`config.mk`:
```
export PLATFORM = sky130hd
export DESIGN_NAME = newick_tokenizer
export DESIGN_NICKNAME = d
export VERILOG_FILES = /design/src/hdl/nwk_pkg.sv /design/src/hdl/newick_tokenizer.sv
export SDC_FILE = /design/constraint.sdc
export NUM_CORES = 1
export LEC_CHECK = 0
export BUFFER_PORTS_ARGS = -buffer_cell sky130_fd_sc_hd__buf_2
export CAP_MARGIN = 5
export CORE_MARGIN = 2
export CORE_UTILIZATION = 56
export CTS_CLUSTER_DIAMETER = 30
export DETAILED_ROUTE_END_ITERATION = 8
export GPL_TIMING_DRIVEN = 0
export PLACE_DENSITY = 0.77
export REMOVE_ABC_BUFFERS = 1
export SYNTH_ARGS = -nofsm -noshare
export SYNTH_HDL_FRONTEND = slang
export SYNTH_SLANG_ARGS = --single-unit
```
`constraint.sdc`:
```
create_clock -name i_clk -period 4.3 [get_ports i_clk]
set_clock_uncertainty 0.05 [all_clocks]
set_input_delay 0.215 -clock i_clk [delete_from_list [all_inputs] [get_ports i_clk]]
set_output_delay 0.215 -clock i_clk [all_outputs]
set_load 0.005 [all_outputs]
```
`src/hdl/nwk_pkg.sv`:
```
// Package for the Newick tokenizer: byte constants, result kinds, error codes,
// the tokenizer state record and the per-byte classification function.
// Used by newick_tokenizer; depends on nothing else.
package nwk_pkg;

    // Byte codes of the Newick syntax.
    localparam logic [7:0] CH_LPAREN  = 8'h28;
    localparam logic [7:0] CH_RPAREN  = 8'h29;
    localparam logic [7:0] CH_COLON   = 8'h3A;
    localparam logic [7:0] CH_COMMA   = 8'h2C;
    localparam logic [7:0] CH_LBRACK  = 8'h5B;
    localparam logic [7:0] CH_RBRACK  = 8'h5D;
    localparam logic [7:0] CH_SEMI    = 8'h3B;
    localparam logic [7:0] CH_SQUOTE  = 8'h27;
    localparam logic [7:0] CH_DQUOTE  = 8'h22;
    localparam logic [7:0] CH_NEWLINE = 8'h0A;
    localparam logic [7:0] CH_SPACE   = 8'h20;

    // Error codes carried in the value field of an error result.
    localparam logic [7:0] ERR_EMPTY       = 8'd0;
    localparam logic [7:0] ERR_NO_SEMI     = 8'd1;
    localparam logic [7:0] ERR_BRACKET     = 8'd2;
    localparam logic [7:0] ERR_SECOND_TREE = 8'd3;
    localparam logic [7:0] ERR_STRAY_SEMI  = 8'd4;
    localparam logic [7:0] ERR_SPACE       = 8'd5;

    // Most results one input byte can cause.
    localparam int unsigned MAX_RES = 4;

    typedef enum logic [1:0] {
        KIND_BYTE  = 2'd0,
        KIND_END   = 2'd1,
        KIND_DELIM = 2'd2,
        KIND_ERROR = 2'd3
    } t_kind;

    typedef struct packed {
        t_kind      kind;
        logic [7:0] value;
    } t_res;

    typedef struct packed {
        logic [7:0] held_byte;
        logic       held_valid;
        logic [7:0] before_held;
        logic       before_valid;
        logic       in_quote;
        logic       quote_closed;
        logic       in_comment;
        logic       label_open;
        logic       halted;
    } t_state;

    localparam t_state STATE_RESET = '0;

    // Outcome of judging one text byte.
    typedef struct packed {
        t_state     st;
        logic       ok;
        logic [1:0] n;
        t_res       r0;
        t_res       r1;
    } t_take;

    // Ordered list of results of one input item.
    typedef struct packed {
        t_res [MAX_RES-1:0] e;
        logic [2:0]         n;
    } t_list;

    function automatic t_list list_push(t_list l, t_res r);
        t_list o;
        o = l;
        o.e[l.n[1:0]] = r;
        o.n = l.n + 3'd1;
        return o;
    endfunction

    function automatic t_list list_push_take(t_list l, t_take t);
        t_list o;
        o = l;
        if (t.n != 2'd0) begin
            o = list_push(o, t.r0);
        end
        if (t.n == 2'd2) begin
            o = list_push(o, t.r1);
        end
        return o;
    endfunction

    // Judge one text byte c with the following byte nxt in view.
    function automatic t_take take_byte(t_state s, logic [7:0] c, logic last,
                                        logic [7:0] nxt);
        t_take t;
        logic  q;
        t    = '0;
        t.st = s;
        t.ok = 1'b1;
        q    = (c == CH_SQUOTE) || (c == CH_DQUOTE);
        if (s.in_comment) begin
            // Comment bodies are dropped up to the closing bracket.
            if (c == CH_RBRACK) begin
                t.st.in_comment = 1'b0;
            end
        end else if (q && s.quote_closed) begin
            // A doubled quote stands for one literal quote and reopens quoting.
            t.r0 = '{kind: KIND_BYTE, value: CH_SQUOTE};
            t.n  = 2'd1;
            t.st.in_quote     = 1'b1;
            t.st.quote_closed = 1'b0;
            t.st.label_open   = 1'b1;
        end else begin
            t.st.quote_closed = q;
            if (q) begin
                t.st.in_quote = !s.in_quote;
            end else if (s.in_quote) begin
                if (c == CH_LBRACK) begin
                    t.st.in_comment = 1'b1;
                end else begin
                    t.r0 = '{kind: KIND_BYTE, value: c};
                    t.n  = 2'd1;
                    t.st.label_open = 1'b1;
                end
            end else if (c inside {CH_LPAREN, CH_RPAREN, CH_COLON, CH_COMMA}) begin
                // Close the label before ')', ':' or ',' unless it follows an open paren.
                if (c != CH_LPAREN && !(s.before_valid && s.before_held == CH_LPAREN)) begin
                    t.r0 = '{kind: KIND_END, value: 8'd0};
                    t.r1 = '{kind: KIND_DELIM, value: c};
                    t.n  = 2'd2;
                    t.st.label_open = 1'b0;
                end else begin
                    t.r0 = '{kind: KIND_DELIM, value: c};
                    t.n  = 2'd1;
                end
            end else if (c == CH_LBRACK || c == CH_RBRACK) begin
                t.r0 = '{kind: KIND_ERROR, value: ERR_BRACKET};
                t.n  = 2'd1;
                t.ok = 1'b0;
                t.st.halted = 1'b1;
            end else if (c == CH_SEMI && !last) begin
                t.r0 = '{kind: KIND_ERROR,
                         value: (nxt == CH_NEWLINE) ? ERR_SECOND_TREE : ERR_STRAY_SEMI};
                t.n  = 2'd1;
                t.ok = 1'b0;
                t.st.halted = 1'b1;
            end else if ((c == CH_SPACE || c == CH_NEWLINE) && s.label_open) begin
                t.r0 = '{kind: KIND_ERROR, value: ERR_SPACE};
                t.n  = 2'd1;
                t.ok = 1'b0;
                t.st.halted = 1'b1;
            end else begin
                t.r0 = '{kind: KIND_BYTE, value: c};
                t.n  = 2'd1;
                t.st.label_open = 1'b1;
            end
        end
        return t;
    endfunction

endpackage

```
`src/hdl/newick_tokenizer.sv`:
```
// Newick tree tokenizer top level: input register, per-byte token logic and
// a small result list that drains one result per transfer.
// Depends on nwk_pkg.
//
// Usage: Newick text enters on the slave stream one byte per transfer, with
// tlast on the last byte of a tree. Tokens leave on the master stream: tuser
// gives the kind (label byte, label end, delimiter, error), tdata the byte or
// error code, and tlast marks the last token caused by one input byte.
// One byte is held back for lookahead, so the tokens of a byte come out when
// the byte after it arrives; the final byte flushes everything.
// An accepted byte waits in the input register until the result list is free;
// then it is judged and the tokens it causes are registered in the result list.
// The result list takes the next byte in the cycle in which the last token of
// the previous byte transfers; at most four tokens come from one byte.
// After an error the block swallows all input until reset. Reset clears the
// token state, the input register and the result list. When the receiver
// stalls, the shown token holds and input is taken until the input register
// and the result list are both full.
module newick_tokenizer (
    input  logic       i_clk,
    input  logic       i_rst_n,
    input  logic       i_s_tvalid,
    output logic       o_s_tready,
    input  logic [7:0] i_s_tdata,  // [7:0] ch
    input  logic       i_s_tlast,  // final_byte
    output logic       o_m_tvalid,
    input  logic       i_m_tready,
    output logic [7:0] o_m_tdata,  // [7:0] value
    output logic [1:0] o_m_tuser,  // [1:0] kind
    output logic       o_m_tlast   // run_last
);
    import nwk_pkg::*;

    logic       r_in_valid;
    logic [7:0] r_in_ch;
    logic       r_in_fin;

    t_state     r_state;
    t_state     n_state;

    t_res [MAX_RES-1:0] r_list;
    logic [2:0] r_cnt;
    logic [1:0] r_idx;

    t_list      w_list;
    t_take      w_t1;
    t_take      w_t2;
    t_state     w_mid;
    logic       w_m_fire;
    logic       w_last_out;
    logic       w_list_free;
    logic       w_proc;

    // Handshake and drain bookkeeping.
    assign w_m_fire    = o_m_tvalid && i_m_tready;
    assign w_last_out  = ({1'b0, r_idx} + 3'd1) == r_cnt;
    assign w_list_free = (r_cnt == 3'd0) || (w_m_fire && w_last_out);
    assign w_proc      = r_in_valid && w_list_free;
    assign o_s_tready  = !r_in_valid || w_proc;

    // Token logic for the byte in the input register.
    always_comb begin
        n_state = r_state;
        w_list  = '0;
        w_t1    = take_byte(r_state, r_state.held_byte, 1'b0, r_in_ch);
        w_mid   = w_t1.st;
        w_mid.before_held  = r_state.held_byte;
        w_mid.before_valid = 1'b1;
        w_t2    = take_byte(r_state.held_valid ? w_mid : r_state, r_in_ch, 1'b1, 8'd0);
        if (r_state.halted) begin
            n_state = r_state;
        end else if (!r_in_fin) begin
            // Ordinary byte: judge the held byte, then hold this one.
            if (r_state.held_valid) begin
                w_list  = list_push_take(w_list, w_t1);
                n_state = w_t1.ok ? w_mid : w_t1.st;
            end
            n_state.held_byte  = r_in_ch;
            n_state.held_valid = 1'b1;
        end else if (r_in_ch == CH_NEWLINE) begin
            // Final newline is stripped; the held byte must be the closing ';'.
            if (!r_state.held_valid) begin
                w_list = list_push(w_list, '{kind: KIND_ERROR, value: ERR_EMPTY});
                n_state.halted = 1'b1;
            end else if (r_state.held_byte != CH_SEMI) begin
                w_list = list_push(w_list, '{kind: KIND_ERROR, value: ERR_NO_SEMI});
                n_state.halted = 1'b1;
            end else begin
                w_t1    = take_byte(r_state, r_state.held_byte, 1'b1, 8'd0);
                w_list  = list_push_take(w_list, w_t1);
                n_state = w_t1.st;
                if (w_t1.ok) begin
                    if (w_t1.st.label_open) begin
                        w_list = list_push(w_list, '{kind: KIND_END, value: 8'd0});
                    end
                    n_state = STATE_RESET;
                end
            end
        end else if (r_in_ch != CH_SEMI) begin
            w_list = list_push(w_list, '{kind: KIND_ERROR, value: ERR_NO_SEMI});
            n_state.halted = 1'b1;
        end else begin
            // Final ';': judge the held byte, then the ';' itself, then close.
            if (r_state.held_valid) begin
                w_list = list_push_take(w_list, w_t1);
            end
            if (r_state.held_valid && !w_t1.ok) begin
                n_state = w_t1.st;
            end else begin
                w_list  = list_push_take(w_list, w_t2);
                n_state = w_t2.st;
                if (w_t2.ok) begin
                    if (w_t2.st.label_open) begin
                        w_list = list_push(w_list, '{kind: KIND_END, value: 8'd0});
                    end
                    n_state = STATE_RESET;
                end
            end
        end
    end

    // Input register.
    always_ff @(posedge i_clk) begin
        if (!i_rst_n) begin
            r_in_valid <= 1'b0;
        end else if (o_s_tready) begin
            r_in_valid <= i_s_tvalid;
        end
        if (o_s_tready && i_s_tvalid) begin
            r_in_ch  <= i_s_tdata;
            r_in_fin <= i_s_tlast;
        end
    end

    // Token state and result list.
    always_ff @(posedge i_clk) begin
        if (!i_rst_n) begin
            r_state <= STATE_RESET;
            r_cnt   <= 3'd0;
            r_idx   <= 2'd0;
        end else if (w_proc) begin
            r_state <= n_state;
            r_cnt   <= w_list.n;
            r_idx   <= 2'd0;
        end else if (w_m_fire) begin
            if (w_last_out) begin
                r_cnt <= 3'd0;
                r_idx <= 2'd0;
            end else begin
                r_idx <= r_idx + 2'd1;
            end
        end
        if (w_proc) begin
            r_list <= w_list.e;
        end
    end

    // Output stream.
    assign o_m_tvalid = r_cnt != 3'd0;
    assign o_m_tdata  = r_list[r_idx].value;
    assign o_m_tuser  = r_list[r_idx].kind;
    assign o_m_tlast  = w_last_out;

    // Checks.
    a_idx_in_list: assert property (@(posedge i_clk) disable iff (!i_rst_n)
        o_m_tvalid |-> ({1'b0, r_idx} < r_cnt))
        else $error("result index beyond the list");

    a_halted_silent: assert property (@(posedge i_clk) disable iff (!i_rst_n)
        (w_proc && r_state.halted) |=> (r_cnt == 3'd0))
        else $error("results produced while halted");

    a_error_last: assert property (@(posedge i_clk) disable iff (!i_rst_n)
        (o_m_tvalid && o_m_tuser == KIND_ERROR) |-> (o_m_tlast && r_state.halted))
        else $error("error token not last or block not halted");

    a_comment_quoted: assert property (@(posedge i_clk) disable iff (!i_rst_n)
        r_state.in_comment |-> r_state.in_quote)
        else $error("comment open outside quotes");

endmodule

```
==> out/results.ini <==
[layout]
final_area_sq_um=6041
layout-drive-gt1-share=0.1881
final_net_count=623
final_common_cell=nand2_1
seq_area_sq_um=2072
num_antenna_cells=0
syn_to_final_growth_pct=12.86
fillers=739
mostFrequentLayoutCells=64 x nand2_1, 49 x edfxtp_1, 38 x a21oi_1, 38 x nor2_1, 25 x buf_2
final_core_util=0.6538
multi_input_area_sq_um=3262

[synth]
ys_ff_latch=78
ys_top_cells_by_area=edfxtp_1 27%, dfxtp_1 11%, nand2_1 4.6%
syn_area_sq_um=5353
async_reset_ff_frac=0
ys_types=94
yosysTopAreaCell=edfxtp_1
netlist_instances=571
synth_edf_count=49
ys_seq_area_frac=0.3834
yosysTopAreaCellShare=0.2749
synthFlopType=edfxtp_1
syn_avg_cell_area_sq_um=9.374
yosys_warnings=0

[critical_path]
start_kind=flip-flop
worst-setup-path-type=reg2reg
path_cells=or4b_4, or4_4, o2111ai_2, o21ai_4, ha_1, mux2_2, inv_1, ha_1, inv_1, a2111o_1, nor4b_1, o2bb2ai_1
cp.required_ns=4.31
worst-path-max-fanout=13
slowest_stage=or4b_4
crit_family=simple AND/OR/NAND/NOR gates
cp_data_arrival_time_ns=4.24
max_stage_delay_ns=0.58
cp_num_buf_inv=2
end_kind=flip-flop

[clock_network]
path_clk_slew_ns=0.09
root_buffer=clkbuf_8
clock_sink_count=78
clockBufferDepth=2
cts-buffers-inserted=9
cts_tree=done
insertion_delay_ns=0.36
htreeDepth=3

[placement]
place.gp.congestion=1.048
io_buffer_count=25
place_hpwl_microns=10920
dpl-instance-area_sq_um=5540

[power]
p_per_area_nw_per_um2=267.6
peakVddDrop_uv=180.8
p_leak_uw=0.002020

[global_routing]
grt_pass1_wl_microns=24250
grt_pass1_vias=4590
grt-ovfl-total=0
grt_max_degree=37
antenna_found_initial=0
grt_usage=0.3088

[routing]
vias=5009
drc=0
drt.antenna.violating_nets=0
drt_iter0_drc=608
drt_wl_total_microns=15640
wl_per_cell_microns=21.28
viasPerCell=6.815
drt_first_pass_iters=5

[timing]
drv_slew=0
min_period_over_period=0.9833
fin_tns_setup_ns=0
max_freq_mhz=236.5
finalCriticalPeriod_ns=4.228
setup_viol_count_final=0
tightest_slew_ns=1.341
slew_headroom=0.09805
hold_violations=0

[floorplanning]
fp-row-count=35
die_h_microns=101.8
die_x_microns=101.8
ios=26
die_area_sq_um=10360
coreArea_sq_um=9240
initial_core_util=0.5793

[run_status]
status=finished, final reports clean

[worst_hold_path]
hp-class=in2reg

[run]
maxCapViolCount=0

==> worst reg2reg max path, cell delays in order, from the launching register on <==
cell	delay (ns)
dfxtp_2	0.44
or4b_4	0.58
or4_4	0.58
o2111ai_2	0.31
o21ai_4	0.15
ha_1	0.32
mux2_2	0.29
inv_1	0.09
ha_1	0.20
inv_1	0.06
a2111o_1	0.47
nor4b_1	0.20
o2bb2ai_1	0.20
==> area by class of cell <==
cell class | instances | area share
Multi-Input combinational cell | 453 | 0.5400
Tap cell | 129 | 0.02672
Sequential cell | 78 | 0.3430
Timing Repair Buffer | 45 | 0.05261
Inverter | 14 | 0.008699
Clock inverter | 4 | 0.004971
Clock buffer | 12 | 0.02403
==> timing repair <==
action / CTS / global route
hold buffers: 9 / 0
gates resized for setup: 21 / 18
endpoints found under the hold margin: 9 / 0
cloned: 0 / 0
pin swaps: 3 / 4
setup buffers: 2 / 8
endpoints found under the setup margin: 41 / 14
==> per-layer routing <==
layer | up-vias | part of all wire | GRT usage
met4 | 0 | 0.043 | 0.1341
li1 | 2258 | - | -
met2 | 316 | 0.46 | 0.4914
met1 | 2372 | 0.41 | 0.4199
met5 | - | 0 | 0
met3 | 63 | 0.090 | 0.04486
==> stage by stage <==
stage	instances	power (uW)	hold WS (ns)	setup slack, ns
after floorplan	545	1020	0.2639	0.05298
after global placement	699	1086	0.3421	-1.349
after detailed placement	700	1095	0.3431	-0.7731
after CTS	727	1612	0.05899	0.01679
after global routing	735	1672	0.09913	-0.005463
final	735	1617	0.08628	0.07181
==> report_power, final <==
part | internal, uW | leakage (uW) | switching [uW]
registers | 832 | 0.000710 | 49.8
clock network | 228 | 0.0000870 | 284
logic | 95.3 | 0.00122 | 128
total | 1160 | 0.00202 | 461
==> cell families after synthesis <==
family,share of synthesized area
XOR/XNOR,0.01636
AO/OA/AOI/OAI,0.2310
other,0.0007006
adder cells (fa/ha/maj),0.02104
flip-flops,0.3834
buffers and inverters,0.04418
multiplexers,0.05633
AND/OR/NAND/NOR,0.2471
==> sequential cells by signal, summed over array words and instances, names as in the netlist <==
register / flops
r_list: 40
r_idx: 2
r_state: 23
r_in_fin: 1
r_in_ch: 8
r_in_valid: 1
r_cnt: 3
==> worst paths after layout <==
path          startpoint         end  cells after the start  slack (ns)
max          r_state[19]   r_list[0]                     12        0.07
min              i_rst_n    r_idx[0]                      3        0.09
max reg2reg  r_state[19]   r_list[0]                     12        0.07
min reg2reg   r_state[9]  r_state[9]                      2        0.41
==> synth_stat cells (10+ instances only) <==
| library cell | instances |
|---|---|
| a21oi_1 | 38 |
| clkbuf_1 | 26 |
| dfxtp_1 | 29 |
| edfxtp_1 | 49 |
| inv_1 | 13 |
| mux4_2 | 10 |
| nand2_1 | 65 |
| nand2b_1 | 10 |
| nand3_1 | 21 |
| nand4_1 | 14 |
| nor2_1 | 39 |
| nor3_1 | 20 |
| o21ai_0 | 18 |
| o22ai_1 | 10 |
| o31ai_1 | 11 |
Note: power is estimated with default switching activity, not from simulation.
